File: config.mk
export PLATFORM = sky130hd
export DESIGN_NAME = windowed_pid_drive_controller_flat
export DESIGN_NICKNAME = d
export VERILOG_FILES = /design/src/design/wpdc_pkg.sv /design/src/design/wpdc_ifs.sv /design/src/design/windowed_pid_drive_controller.sv /design/src/design/wpdc_csr_regs.sv /design/src/design/wpdc_sequencer.sv /design/src/design/wpdc_datapath.sv /design/src/flat_wrapper.sv
export SDC_FILE = /design/constraint.sdc
export NUM_CORES = 2
export LEC_CHECK = 0
export BUFFER_PORTS_ARGS = -buffer_cell sky130_fd_sc_hd__buf_2
export CAP_MARGIN = 40
export CORE_MARGIN = 2
export CORE_UTILIZATION = 65
export DETAILED_ROUTE_END_ITERATION = 12
export GPL_TIMING_DRIVEN = 0
export PLACE_DENSITY = 0.82
export SYNTH_ARGS = -nofsm -noshare
export SYNTH_HDL_FRONTEND = slang
export SYNTH_SLANG_ARGS = --single-unit
File: constraint.sdc
create_clock -name clock -period 13.1 [get_ports clock]
set_input_delay 0.655 -clock clock [delete_from_list [all_inputs] [get_ports clock]]
set_output_delay 0.655 -clock clock [all_outputs]
set_load 0.01 [all_outputs]
File: src/design/wpdc_pkg.sv
// ----------------------------------------------------------------------------
// wpdc_pkg
// Shared types, codes and the microcode table of the windowed PID drive
// controller.
// ----------------------------------------------------------------------------
package wpdc_pkg;

   // configuration register indexes
   localparam logic [2:0] CSR_GAIN_P    = 3'd0;
   localparam logic [2:0] CSR_GAIN_I    = 3'd1;
   localparam logic [2:0] CSR_GAIN_D    = 3'd2;
   localparam logic [2:0] CSR_SCALE     = 3'd3;
   localparam logic [2:0] CSR_WINDOW    = 3'd4;
   localparam logic [2:0] CSR_DRIVE_MAX = 3'd5;
   localparam logic [2:0] CSR_DRIVE_MIN = 3'd6;

   // configuration register reset values
   localparam logic signed [15:0] GAIN_P_RST    = 16'sd512;
   localparam logic signed [15:0] GAIN_I_RST    = 16'sd10;
   localparam logic signed [15:0] GAIN_D_RST    = 16'sd0;
   localparam logic [15:0]        SCALE_RST     = 16'd256;
   localparam logic [15:0]        WINDOW_RST    = 16'd50;
   localparam logic signed [7:0]  DRIVE_MAX_RST = 8'sd127;
   localparam logic signed [7:0]  DRIVE_MIN_RST = -8'sd127;

   // datapath widths
   localparam int ErrW  = 33;   // position error, Q.8
   localparam int DerW  = 34;   // error difference
   localparam int SumW  = 48;   // saturating integral
   localparam int MulBW = 35;   // wide multiplier operand
   localparam int ProdW = 51;   // 16 x 35 signed product
   localparam int AccW  = 64;   // PID sum, Q.16
   localparam int HalfW = 24;   // integral split for the multiplier

   typedef struct packed {
      logic signed [15:0] gain_p;
      logic signed [15:0] gain_i;
      logic signed [15:0] gain_d;
      logic [15:0]        sensor_scale;
      logic [15:0]        integral_window;
      logic signed [7:0]  drive_max;
      logic signed [7:0]  drive_min;
   } cfg_type;

   // multiplier operand pairs
   localparam logic [2:0] MS_SCALE  = 3'd0;  // encoder count x scale
   localparam logic [2:0] MS_P_ERR  = 3'd1;  // gain_p x error
   localparam logic [2:0] MS_D_DER  = 3'd2;  // gain_d x error difference
   localparam logic [2:0] MS_I_SLO  = 3'd3;  // gain_i x low integral half
   localparam logic [2:0] MS_I_SHI  = 3'd4;  // gain_i x high integral half

   // accumulator operations
   localparam logic [1:0] ACC_HOLD   = 2'd0;
   localparam logic [1:0] ACC_LOAD   = 2'd1;
   localparam logic [1:0] ACC_ADD    = 2'd2;
   localparam logic [1:0] ACC_ADD_HI = 2'd3;  // add product shifted by HalfW

   // program steps
   localparam logic [3:0] STEP_SCALE = 4'd0;
   localparam logic [3:0] STEP_ERR   = 4'd1;
   localparam logic [3:0] STEP_EVAL  = 4'd2;
   localparam logic [3:0] STEP_SUM   = 4'd3;
   localparam logic [3:0] STEP_ACC_D = 4'd4;
   localparam logic [3:0] STEP_ACC_L = 4'd5;
   localparam logic [3:0] STEP_ACC_H = 4'd6;
   localparam logic [3:0] STEP_DRIVE = 4'd7;
   localparam logic [3:0] STEP_CLEAR = 4'd8;

   typedef struct packed {
      logic [2:0] mul_sel;
      logic       mul_en;
      logic [1:0] acc_op;
      logic       err_load;
      logic       eval;      // window test, difference, error history
      logic       sum_upd;
      logic       drive;     // final rounding and clamp
      logic       clear;     // stopped: clear state, zero result
      logic       jmp_off;   // jump to target when the loop is stopped
      logic       last;
      logic [3:0] target;
   } ctrl_word_type;

   typedef struct packed {
      logic          active;
      logic          fire;    // last step completes, result register loads
      ctrl_word_type cw;
   } exec_type;

   // microcode table
   function automatic ctrl_word_type wpdc_rom(input logic [3:0] step);
      ctrl_word_type w;
      w = '0;
      unique case (step)
         STEP_SCALE: begin
            w.mul_sel = MS_SCALE;   w.mul_en = 1'b1;
            w.jmp_off = 1'b1;       w.target = STEP_CLEAR;
         end
         STEP_ERR: begin
            w.err_load = 1'b1;
         end
         STEP_EVAL: begin
            w.eval = 1'b1;
            w.mul_sel = MS_P_ERR;   w.mul_en = 1'b1;
         end
         STEP_SUM: begin
            w.sum_upd = 1'b1;       w.acc_op = ACC_LOAD;
            w.mul_sel = MS_D_DER;   w.mul_en = 1'b1;
         end
         STEP_ACC_D: begin
            w.acc_op = ACC_ADD;
            w.mul_sel = MS_I_SLO;   w.mul_en = 1'b1;
         end
         STEP_ACC_L: begin
            w.acc_op = ACC_ADD;
            w.mul_sel = MS_I_SHI;   w.mul_en = 1'b1;
         end
         STEP_ACC_H: begin
            w.acc_op = ACC_ADD_HI;
         end
         STEP_DRIVE: begin
            w.drive = 1'b1;         w.last = 1'b1;
         end
         default: begin
            w.clear = 1'b1;         w.last = 1'b1;
         end
      endcase
      return w;
   endfunction

endpackage

File: src/design/wpdc_ifs.sv
// ----------------------------------------------------------------------------
// wpdc channel interfaces
// Valid/ready channels for requests, responses and register writes.
// ----------------------------------------------------------------------------
interface wpdc_req_if;
   logic               valid;
   logic               ready;
   logic signed [15:0] encoder_count;
   logic signed [15:0] target_position;
   logic               control_on;

   modport source (output valid, encoder_count, target_position, control_on,
                   input ready);
   modport sink   (input valid, encoder_count, target_position, control_on,
                   output ready);
endinterface

interface wpdc_rsp_if;
   logic              valid;
   logic              ready;
   logic signed [7:0] left_drive;
   logic signed [7:0] right_drive;

   modport source (output valid, left_drive, right_drive, input ready);
   modport sink   (input valid, left_drive, right_drive, output ready);
endinterface

interface wpdc_csr_if;
   logic        valid;
   logic        ready;
   logic [2:0]  reg_index;
   logic [15:0] wr_data;

   modport source (output valid, reg_index, wr_data, input ready);
   modport sink   (input valid, reg_index, wr_data, output ready);
endinterface

File: src/design/windowed_pid_drive_controller.sv
// ----------------------------------------------------------------------------
// windowed_pid_drive_controller
// PID position loop with a windowed, saturating integral; drives one motor
// with the clamped result and the opposite motor with its negation.
//
//   channel   direction  carries
//   req_port  in         encoder_count, target_position, control_on
//   rsp_port  out        left_drive, right_drive
//   csr_port  in         reg_index, wr_data (gains, scale, window, clamps)
//
// A running transaction takes 8 steps of the microcode program, one per
// cycle, set by the single shared 16 x 35 multiplier; a stopped one takes 2.
// One transaction is in flight at a time; the next is taken once the program
// ends, even while the previous response still waits in its register.
// A full response register holds the program on its last step.
// Reset restores the register defaults and clears the error history.
// ----------------------------------------------------------------------------
module windowed_pid_drive_controller (
   input logic        clock,
   input logic        reset,
   wpdc_req_if.sink   req_port,
   wpdc_rsp_if.source rsp_port,
   wpdc_csr_if.sink   csr_port
);

   wpdc_pkg::cfg_type  cfg;
   wpdc_pkg::exec_type exec;
   logic               busy;
   logic               start;
   logic               run_on;
   logic               out_free;

   // request accepted while the program is idle
   assign start = req_port.valid && !busy;

   wpdc_csr_regs u_csr_regs (
      .clock (clock),
      .reset (reset),
      .csr   (csr_port),
      .cfg   (cfg)
   );

   wpdc_sequencer u_sequencer (
      .clock    (clock),
      .reset    (reset),
      .start    (start),
      .run_on   (run_on),
      .out_free (out_free),
      .busy     (busy),
      .exec     (exec)
   );

   wpdc_datapath u_datapath (
      .clock    (clock),
      .reset    (reset),
      .start    (start),
      .cfg      (cfg),
      .exec     (exec),
      .req      (req_port),
      .rsp      (rsp_port),
      .run_on   (run_on),
      .out_free (out_free)
   );

endmodule

File: src/design/wpdc_csr_regs.sv
// ----------------------------------------------------------------------------
// wpdc_csr_regs
// Gain, scale, window and clamp registers written over the csr channel.
// ----------------------------------------------------------------------------
module wpdc_csr_regs (
   input  logic              clock,
   input  logic              reset,
   wpdc_csr_if.sink          csr,
   output wpdc_pkg::cfg_type cfg
);

   wpdc_pkg::cfg_type cfg_ff, cfg_in;

   assign csr.ready = 1'b1;
   assign cfg       = cfg_ff;

   // register write decode, unknown indexes are dropped
   always_comb begin
      cfg_in = cfg_ff;
      if (csr.valid) begin
         unique case (csr.reg_index)
            wpdc_pkg::CSR_GAIN_P:    cfg_in.gain_p          = csr.wr_data;
            wpdc_pkg::CSR_GAIN_I:    cfg_in.gain_i          = csr.wr_data;
            wpdc_pkg::CSR_GAIN_D:    cfg_in.gain_d          = csr.wr_data;
            wpdc_pkg::CSR_SCALE:     cfg_in.sensor_scale    = csr.wr_data;
            wpdc_pkg::CSR_WINDOW:    cfg_in.integral_window = csr.wr_data;
            wpdc_pkg::CSR_DRIVE_MAX: cfg_in.drive_max       = csr.wr_data[7:0];
            wpdc_pkg::CSR_DRIVE_MIN: cfg_in.drive_min       = csr.wr_data[7:0];
            default: ;
         endcase
      end
   end

   always_ff @(posedge clock) begin
      if (reset) begin
         cfg_ff.gain_p          <= wpdc_pkg::GAIN_P_RST;
         cfg_ff.gain_i          <= wpdc_pkg::GAIN_I_RST;
         cfg_ff.gain_d          <= wpdc_pkg::GAIN_D_RST;
         cfg_ff.sensor_scale    <= wpdc_pkg::SCALE_RST;
         cfg_ff.integral_window <= wpdc_pkg::WINDOW_RST;
         cfg_ff.drive_max       <= wpdc_pkg::DRIVE_MAX_RST;
         cfg_ff.drive_min       <= wpdc_pkg::DRIVE_MIN_RST;
      end else begin
         cfg_ff <= cfg_in;
      end
   end

endmodule

File: src/design/wpdc_sequencer.sv
// ----------------------------------------------------------------------------
// wpdc_sequencer
// Step counter over the microcode table, with the stopped-loop jump and the
// hold on the last step while the result register is full.
// ----------------------------------------------------------------------------
module wpdc_sequencer (
   input  logic               clock,
   input  logic               reset,
   input  logic               start,
   input  logic               run_on,
   input  logic               out_free,
   output logic               busy,
   output wpdc_pkg::exec_type exec
);

   logic                    busy_ff, busy_in;
   logic [3:0]              step_ff, step_in;
   logic                    fire;
   wpdc_pkg::ctrl_word_type cw;

   assign cw   = wpdc_pkg::wpdc_rom(step_ff);
   assign busy = busy_ff;

   // next step
   always_comb begin
      step_in = step_ff;
      busy_in = busy_ff;
      fire    = 1'b0;
      if (start) begin
         busy_in = 1'b1;
         step_in = wpdc_pkg::STEP_SCALE;
      end else if (busy_ff) begin
         priority if (cw.jmp_off && !run_on) begin
            step_in = cw.target;
         end else if (cw.last) begin
            if (out_free) begin
               busy_in = 1'b0;
               fire    = 1'b1;
            end
         end else begin
            step_in = step_ff + 4'd1;
         end
      end
   end

   assign exec.active = busy_ff;
   assign exec.fire   = fire;
   assign exec.cw     = cw;

   always_ff @(posedge clock) begin
      if (reset) begin
         busy_ff <= 1'b0;
         step_ff <= wpdc_pkg::STEP_SCALE;
      end else begin
         busy_ff <= busy_in;
         step_ff <= step_in;
      end
   end

endmodule

File: src/design/wpdc_datapath.sv
// ----------------------------------------------------------------------------
// wpdc_datapath
// Shared multiplier, accumulator, error history, integral and result
// register, all steered by the current control word.
// ----------------------------------------------------------------------------
module wpdc_datapath (
   input  logic               clock,
   input  logic               reset,
   input  logic               start,
   input  wpdc_pkg::cfg_type  cfg,
   input  wpdc_pkg::exec_type exec,
   wpdc_req_if.sink           req,
   wpdc_rsp_if.source         rsp,
   output logic               run_on,
   output logic               out_free
);

   localparam int ErrW  = wpdc_pkg::ErrW;
   localparam int DerW  = wpdc_pkg::DerW;
   localparam int SumW  = wpdc_pkg::SumW;
   localparam int MulBW = wpdc_pkg::MulBW;
   localparam int ProdW = wpdc_pkg::ProdW;
   localparam int AccW  = wpdc_pkg::AccW;
   localparam int HalfW = wpdc_pkg::HalfW;

   // captured transaction
   logic signed [15:0]      count_ff, target_ff;
   logic                    on_ff;
   // working registers
   logic signed [ProdW-1:0] prod_ff, prod_in;
   logic signed [AccW-1:0]  acc_ff, acc_in;
   logic signed [ErrW-1:0]  err_ff, prev_ff;
   logic signed [DerW-1:0]  der_ff;
   logic signed [SumW-1:0]  sum_ff, sum_in;
   logic                    inwin_ff;
   // result register
   logic                    valid_ff, valid_in;
   logic signed [7:0]       left_ff, right_ff, left_in, right_in;

   logic signed [15:0]      mul_a;
   logic signed [MulBW-1:0] mul_b;
   logic signed [ErrW:0]    err_wide;
   logic [ErrW:0]           err_abs;
   logic signed [SumW:0]    sum_wide;
   logic signed [AccW-1:0]  prod_ext;
   logic signed [AccW-1:0]  acc_bias;
   logic signed [47:0]      quot;
   logic signed [7:0]       drive;

   wpdc_pkg::ctrl_word_type cw;
   assign cw = exec.cw;

   assign run_on   = on_ff;
   assign out_free = !valid_ff || rsp.ready;

   // multiplier operand select
   always_comb begin
      unique case (cw.mul_sel)
         wpdc_pkg::MS_SCALE: begin
            mul_a = count_ff;
            mul_b = $signed({{(MulBW-16){1'b0}}, cfg.sensor_scale});
         end
         wpdc_pkg::MS_P_ERR: begin
            mul_a = cfg.gain_p;
            mul_b = $signed({{(MulBW-ErrW){err_ff[ErrW-1]}}, err_ff});
         end
         wpdc_pkg::MS_D_DER: begin
            mul_a = cfg.gain_d;
            mul_b = $signed({{(MulBW-DerW){der_ff[DerW-1]}}, der_ff});
         end
         wpdc_pkg::MS_I_SLO: begin
            mul_a = cfg.gain_i;
            mul_b = $signed({{(MulBW-HalfW){1'b0}}, sum_ff[HalfW-1:0]});
         end
         wpdc_pkg::MS_I_SHI: begin
            mul_a = cfg.gain_i;
            mul_b = $signed({{(MulBW-(SumW-HalfW)){sum_ff[SumW-1]}},
                             sum_ff[SumW-1:HalfW]});
         end
         default: begin
            mul_a = '0;
            mul_b = '0;
         end
      endcase
   end

   // one shared signed multiplier, registered product
   always_comb begin
      prod_in = prod_ff;
      if (exec.active && cw.mul_en) begin
         prod_in = ProdW'(mul_a) * ProdW'(mul_b);
      end
   end

   // accumulator of the three terms
   always_comb begin
      prod_ext = AccW'(prod_ff);
      unique case (cw.acc_op)
         wpdc_pkg::ACC_HOLD:   acc_in = acc_ff;
         wpdc_pkg::ACC_LOAD:   acc_in = prod_ext;
         wpdc_pkg::ACC_ADD:    acc_in = acc_ff + prod_ext;
         wpdc_pkg::ACC_ADD_HI: acc_in = acc_ff + (prod_ext <<< HalfW);
         default:              acc_in = acc_ff;
      endcase
      if (!exec.active) begin
         acc_in = acc_ff;
      end
   end

   // error, its magnitude and the saturating integral
   always_comb begin
      err_wide = $signed(prod_ff[ErrW:0])
               - $signed({{(ErrW-23){target_ff[15]}}, target_ff, 8'b0});
      err_abs  = err_ff[ErrW-1] ? (ErrW+1)'(-$signed({err_ff[ErrW-1], err_ff}))
                                : (ErrW+1)'({1'b0, err_ff});
      sum_wide = $signed({sum_ff[SumW-1], sum_ff})
               + $signed({{(SumW+1-ErrW){err_ff[ErrW-1]}}, err_ff});
      priority if (!inwin_ff) begin
         sum_in = '0;
      end else if (sum_wide[SumW] != sum_wide[SumW-1]) begin
         sum_in = {sum_wide[SumW], {(SumW-1){!sum_wide[SumW]}}};
      end else begin
         sum_in = sum_wide[SumW-1:0];
      end
   end

   // round toward zero by 2^16, then clamp high before low
   always_comb begin
      acc_bias = acc_ff + (acc_ff[AccW-1] ? AccW'(16'hFFFF) : AccW'(0));
      quot     = acc_bias[AccW-1:16];
      drive    = 8'(quot);
      priority if (quot > 48'(cfg.drive_max)) begin
         drive = cfg.drive_max;
      end else if (quot < 48'(cfg.drive_min)) begin
         drive = cfg.drive_min;
      end else begin
         drive = quot[7:0];
      end
      if (drive > 48'(cfg.drive_max)) begin
         drive = cfg.drive_max;
      end
      if (drive < cfg.drive_min) begin
         drive = cfg.drive_min;
      end
   end

   // result register, loads as the last step completes
   always_comb begin
      valid_in = valid_ff && !rsp.ready;
      left_in  = left_ff;
      right_in = right_ff;
      if (exec.fire) begin
         valid_in = 1'b1;
         if (cw.clear) begin
            left_in  = '0;
            right_in = '0;
         end else begin
            left_in  = drive;
            right_in = (drive == -8'sd128) ? 8'sd127 : 8'(-drive);
         end
      end
   end

   assign req.ready       = 1'b0 || !exec.active;
   assign rsp.valid       = valid_ff;
   assign rsp.left_drive  = left_ff;
   assign rsp.right_drive = right_ff;

   // control state
   always_ff @(posedge clock) begin
      if (reset) begin
         valid_ff <= 1'b0;
         on_ff    <= 1'b0;
         inwin_ff <= 1'b0;
         prev_ff  <= '0;
         sum_ff   <= '0;
      end else begin
         valid_ff <= valid_in;
         if (start) begin
            on_ff <= req.control_on;
         end
         if (exec.active && cw.eval) begin
            inwin_ff <= (cfg.gain_i != 16'sd0)
                     && (err_abs < (ErrW+1)'({cfg.integral_window, 8'b0}));
            prev_ff  <= err_ff;
         end
         if (exec.active && cw.sum_upd) begin
            sum_ff <= sum_in;
         end
         if (exec.fire && cw.clear) begin
            prev_ff <= '0;
            sum_ff  <= '0;
         end
      end
   end

   // payload registers
   always_ff @(posedge clock) begin
      prod_ff  <= prod_in;
      acc_ff   <= acc_in;
      left_ff  <= left_in;
      right_ff <= right_in;
      if (start) begin
         count_ff  <= req.encoder_count;
         target_ff <= req.target_position;
      end
      if (exec.active && cw.err_load) begin
         err_ff <= err_wide[ErrW-1:0];
      end
      if (exec.active && cw.eval) begin
         der_ff <= $signed({err_ff[ErrW-1], err_ff}) - $signed({prev_ff[ErrW-1], prev_ff});
      end
   end

endmodule

File: src/flat_wrapper.sv
// flat-port wrapper written by rule: the top's interface ports become plain ports
module windowed_pid_drive_controller_flat 
  (clock, reset, req_port_valid, req_port_encoder_count, req_port_target_position, req_port_control_on, req_port_ready, rsp_port_valid, rsp_port_left_drive, rsp_port_right_drive, rsp_port_ready, csr_port_valid, csr_port_reg_index, csr_port_wr_data, csr_port_ready);
  wpdc_req_if req_port_i ();
  wpdc_rsp_if rsp_port_i ();
  wpdc_csr_if csr_port_i ();
  input logic clock;
  input logic reset;
  input wire logic [$bits(req_port_i.valid)-1:0] req_port_valid;
  input wire logic [$bits(req_port_i.encoder_count)-1:0] req_port_encoder_count;
  input wire logic [$bits(req_port_i.target_position)-1:0] req_port_target_position;
  input wire logic [$bits(req_port_i.control_on)-1:0] req_port_control_on;
  output wire logic [$bits(req_port_i.ready)-1:0] req_port_ready;
  output wire logic [$bits(rsp_port_i.valid)-1:0] rsp_port_valid;
  output wire logic [$bits(rsp_port_i.left_drive)-1:0] rsp_port_left_drive;
  output wire logic [$bits(rsp_port_i.right_drive)-1:0] rsp_port_right_drive;
  input wire logic [$bits(rsp_port_i.ready)-1:0] rsp_port_ready;
  input wire logic [$bits(csr_port_i.valid)-1:0] csr_port_valid;
  input wire logic [$bits(csr_port_i.reg_index)-1:0] csr_port_reg_index;
  input wire logic [$bits(csr_port_i.wr_data)-1:0] csr_port_wr_data;
  output wire logic [$bits(csr_port_i.ready)-1:0] csr_port_ready;
  assign req_port_i.valid = req_port_valid;
  assign req_port_i.encoder_count = req_port_encoder_count;
  assign req_port_i.target_position = req_port_target_position;
  assign req_port_i.control_on = req_port_control_on;
  assign req_port_ready = req_port_i.ready;
  assign rsp_port_valid = rsp_port_i.valid;
  assign rsp_port_left_drive = rsp_port_i.left_drive;
  assign rsp_port_right_drive = rsp_port_i.right_drive;
  assign rsp_port_i.ready = rsp_port_ready;
  assign csr_port_i.valid = csr_port_valid;
  assign csr_port_i.reg_index = csr_port_reg_index;
  assign csr_port_i.wr_data = csr_port_wr_data;
  assign csr_port_ready = csr_port_i.ready;
  windowed_pid_drive_controller u_core (.clock(clock), .reset(reset), .req_port(req_port_i), .rsp_port(rsp_port_i), .csr_port(csr_port_i));
endmodule
==> metrics <==
outcome=finished clean; CP max stage cell=a21boi_0; WL met3=~19 mm; starting density of the core=between 60 and 70%; # fillers=just under 6000; syn_nets=~6600; layout cell share with drive strength beyond 1=just over 5%; number of synthesized flops with an enable pin=230; First DRT Iteration DRCs=approximately 4300; Max Used Layer=met5; post-CTS setup buffers=0; Hold Crit Depth=1; Post-Syn Area=slightly below 50000 µm²; Vias/cell=between 6 and 7; CP Class=reg2reg; clk root buf=clkbuf_16; area grow syn2layout=7.76%; top cell type's share of synthesized area=a little over a fifth; metal2 WL=69.7 mm; critical path endpoint category=flop; Setup Viol. Count Final=0; routed length on met1=between 60 and 70 mm; Max transition margin=14.9%; PortBufs=74; syn avg cell area=just under 9 µm²; Max Cap Viol=0; Hold Path Class=in2reg; DP Wirelength=129 mm; Routed Antenna Nets=0; internal power=about 2.8 mW; ANT cells=0; NetSw=about 1.5 mW; crit-path most repeated cell=ha_1; largest net degree at the start of global routing=44; H-tree depth=2; synthesized flop and latch total=415; Power Dens Cells=~82 nW/µm²; Static Leakage=23.5 nW; Post-synth ARST share=0%; Gate power share=30.6%; final worst setup slack=1000 ps; clock power share=between 30% and 40%; Ports=76; Seq/Total Area, Yosys=a little over a fifth; fmax=roughly 83 MHz; initial antenna violation count=6; CTS Buffer Depth=3; Worst-Skew Late Latency=around 640 ps; ys flop type=edfxtp_1; Reg clk slew, reported paths=60 ps; GR Util All Layers=between 40% and 50%; Total Nets Final=6749; period utilization=around 92%; count of pins over their slew limit=0; cts hold-fix bufs=0; ranking of synthesized cells by area=fa_1 (22%), edfxtp_1 (14%), ha_1 (12%); Sink Count=between 400 and 500; via count=42700; Core Rows=100; Chip Width=about 280 µm; crit path DAT=roughly 12000 ps; Place WS=between 1000 and 1500 ps; final hold violations=0; first-pass GRT wire length=between 200 and 250 mm; post-synthesis cell type count=90; worst-path maximum fanout=18; Die Y=approximately 280 µm; worst r2r path cells=43; CP startpoint kind=flop; WL final=roughly 160 mm; TritonCTS clock tree=yes; total grt overflow=0; Req. time, crit path=13460 ps; die area=77000 µm²; wire per inst=roughly 24 µm; sequential share of power=36.0%; DR pass1 iterations=9; switching share of power=34.7%; DRC=0; RSZ-0062 raised after global routing=false; Core Area=74200 µm²; Syn Inst Count=approximately 5500; biggest area consumer among synthesized cells=fa_1; placer congestion estimate=around 1.0; synthesis warning total=0; Num CTS Buffers=49; post_cts resized=0; setup tns final=0 ps; Slew @ Worst Pin=1280 ps; minimum clock period after layout=around 12000 ps; Max IR drop VDD=between 0.1 and 0.15 mV; vias in the first global route=about 43000; Clock Skew=41.4 ps; Largest stage delay, worst path=a little over 800 ps
cells by family after synthesis:
family	share of synthesized area, %
and+or+nand+nor	15.6
AOI/OAI and AO/OA	16.2
adders and majority gates	33.8
buffers and inverters	6.67
DFF	21.8
xor gates and xnor gates	5.31
muxes	0.615
other	0.00772
through the flow:
step / instances / area, µm² / hold WS, ps / utilization (%) / total power, mW
after floorplan: 5523 / 48600 / 433 / - / 2.48
after global placement: 6566 / 50200 / 441 / 67.6 / 2.81
after detailed placement: 6611 / 50700 / 447 / 68.3 / 2.85
after CTS: 6703 / 52400 / 181 / 70.6 / 4.27
after global routing: 6705 / 52400 / 192 / 70.6 / 4.50
final: 6705 / 52400 / 189 / 70.6 / 4.30
area by class of cell:
type / instances / area, µm² / share of cell area [%]
clock buffer: 62 / 1360 / 2.59
clock inverter: 30 / 334 / 0.638
sequential: 415 / 10600 / 20.3
tap: 969 / 1210 / 2.31
buffer: 189 / 732 / 1.40
multi-input combinational: 4250 / 34800 / 66.5
inverter: 669 / 2510 / 4.79
timing repair buffer: 121 / 790 / 1.51
critical path: cells and delay by family, from the launching register on:
| kind | cells | cell delay (ps) |
|---|---|---|
| AO/OA/AOI/OAI | 14 | 3240 |
| XOR/XNOR | 3 | 670 |
| adder cells (fa/ha/maj) | 4 | 1400 |
| buffers and inverters | 5 | 990 |
| flip-flops | 1 | 490 |
| multiplexers | 2 | 740 |
| AND/OR/NAND/NOR | 15 | 4290 |
final timing paths:
kind,from,endpoint,slack [ps]
worst min-delay path,req_port_target_position[2],u_core.u_datapath.target_ff[2],190
worst max-delay path,u_core.u_datapath.acc_ff[63],u_core.u_datapath.rsp.right_drive[3],1000
worst min register to register,u_core.u_datapath.prev_ff[19],u_core.u_datapath.prev_ff[19],450
worst max register to register,u_core.u_datapath.acc_ff[63],u_core.u_datapath.rsp.right_drive[3],1000
sequential cells by signal (all words and copies together), names as in the netlist:
register,cells
u_core.u_csr_regs.cfg,96
u_core.u_datapath.prev_ff,33
u_core.u_datapath.acc_ff,64
u_core.u_datapath.rsp.valid,1
u_core.u_datapath.run_on,1
u_core.u_datapath.prod_ff,51
u_core.u_datapath.sum_ff,48
u_core.u_datapath.rsp.left_drive,8
u_core.u_datapath.target_ff,16
u_core.u_datapath.rsp.right_drive,8
u_core.u_sequencer.step_ff,4
u_core.u_sequencer.busy,1
u_core.u_datapath.der_ff,34
u_core.u_datapath.inwin_ff,1
u_core.u_datapath.err_ff,33
u_core.u_datapath.count_ff,16
power by group through the flow:
stage / logic, mW / clock network (mW) / registers [mW]
after floorplan: 0.963 / 0 / 1.51
after global placement: 1.24 / 0 / 1.57
after detailed placement: 1.28 / 0 / 1.57
after CTS: 1.29 / 1.44 / 1.54
after global routing: 1.46 / 1.49 / 1.55
final: 1.32 / 1.44 / 1.55
routing by layer:
layer / global-route usage (%) / vias up
li1: - / 19200
met1: 53.6 / 20400
met2: 64.8 / 2424
met3: 10.2 / 631
met4: 26.1 / 10
met5: 0 / -
placed cells by master, fill, tap and decap left out, types with 15 or more instances in the layout:
master | synthesis | routed
clkbuf_16 | 0 | 51
a222oi_1 | 17 | 17
a21o_1 | 122 | 122
nand3b_1 | 20 | 20
inv_1 | 666 | 665
edfxtp_1 | 230 | 230
xnor2_1 | 204 | 204
and3_1 | 30 | 29
o31ai_1 | 23 | 23
o21bai_1 | 35 | 35
ha_1 | 473 | 473
a221o_1 | 31 | 31
nand4_1 | 51 | 51
nand3_1 | 84 | 84
dfxtp_1 | 185 | 185
xor2_1 | 89 | 89
buf_2 | 7 | 98
o21ai_0 | 198 | 198
nand2b_1 | 36 | 36
nor2_1 | 403 | 402
a21oi_1 | 398 | 398
nor4_1 | 22 | 22
and4_1 | 26 | 26
a21boi_0 | 20 | 20
mux2_2 | 15 | 15
buf_4 | 3 | 21
fa_1 | 524 | 524
clkbuf_1 | 172 | 178
a22oi_1 | 63 | 63
a221oi_1 | 29 | 22
nor3_1 | 63 | 62
o211ai_1 | 17 | 17
o21a_1 | 54 | 54
nand2_1 | 884 | 884
and2_1 | 18 | 18
nor2b_1 | 32 | 31
a211oi_1 | 40 | 40
cells in the mapped netlist (51+ instances only):
cell,count
xor2_1,89
a22oi_1,63
nor3_1,63
nand2_1,884
nand3_1,84
a21o_1,122
clkbuf_1,172
nor2_1,403
nand4_1,51
inv_1,666
o21ai_0,198
o21a_1,54
fa_1,524
ha_1,473
dfxtp_1,185
a21oi_1,398
edfxtp_1,230
xnor2_1,204
Note: power is estimated with default switching activity, not from simulation.
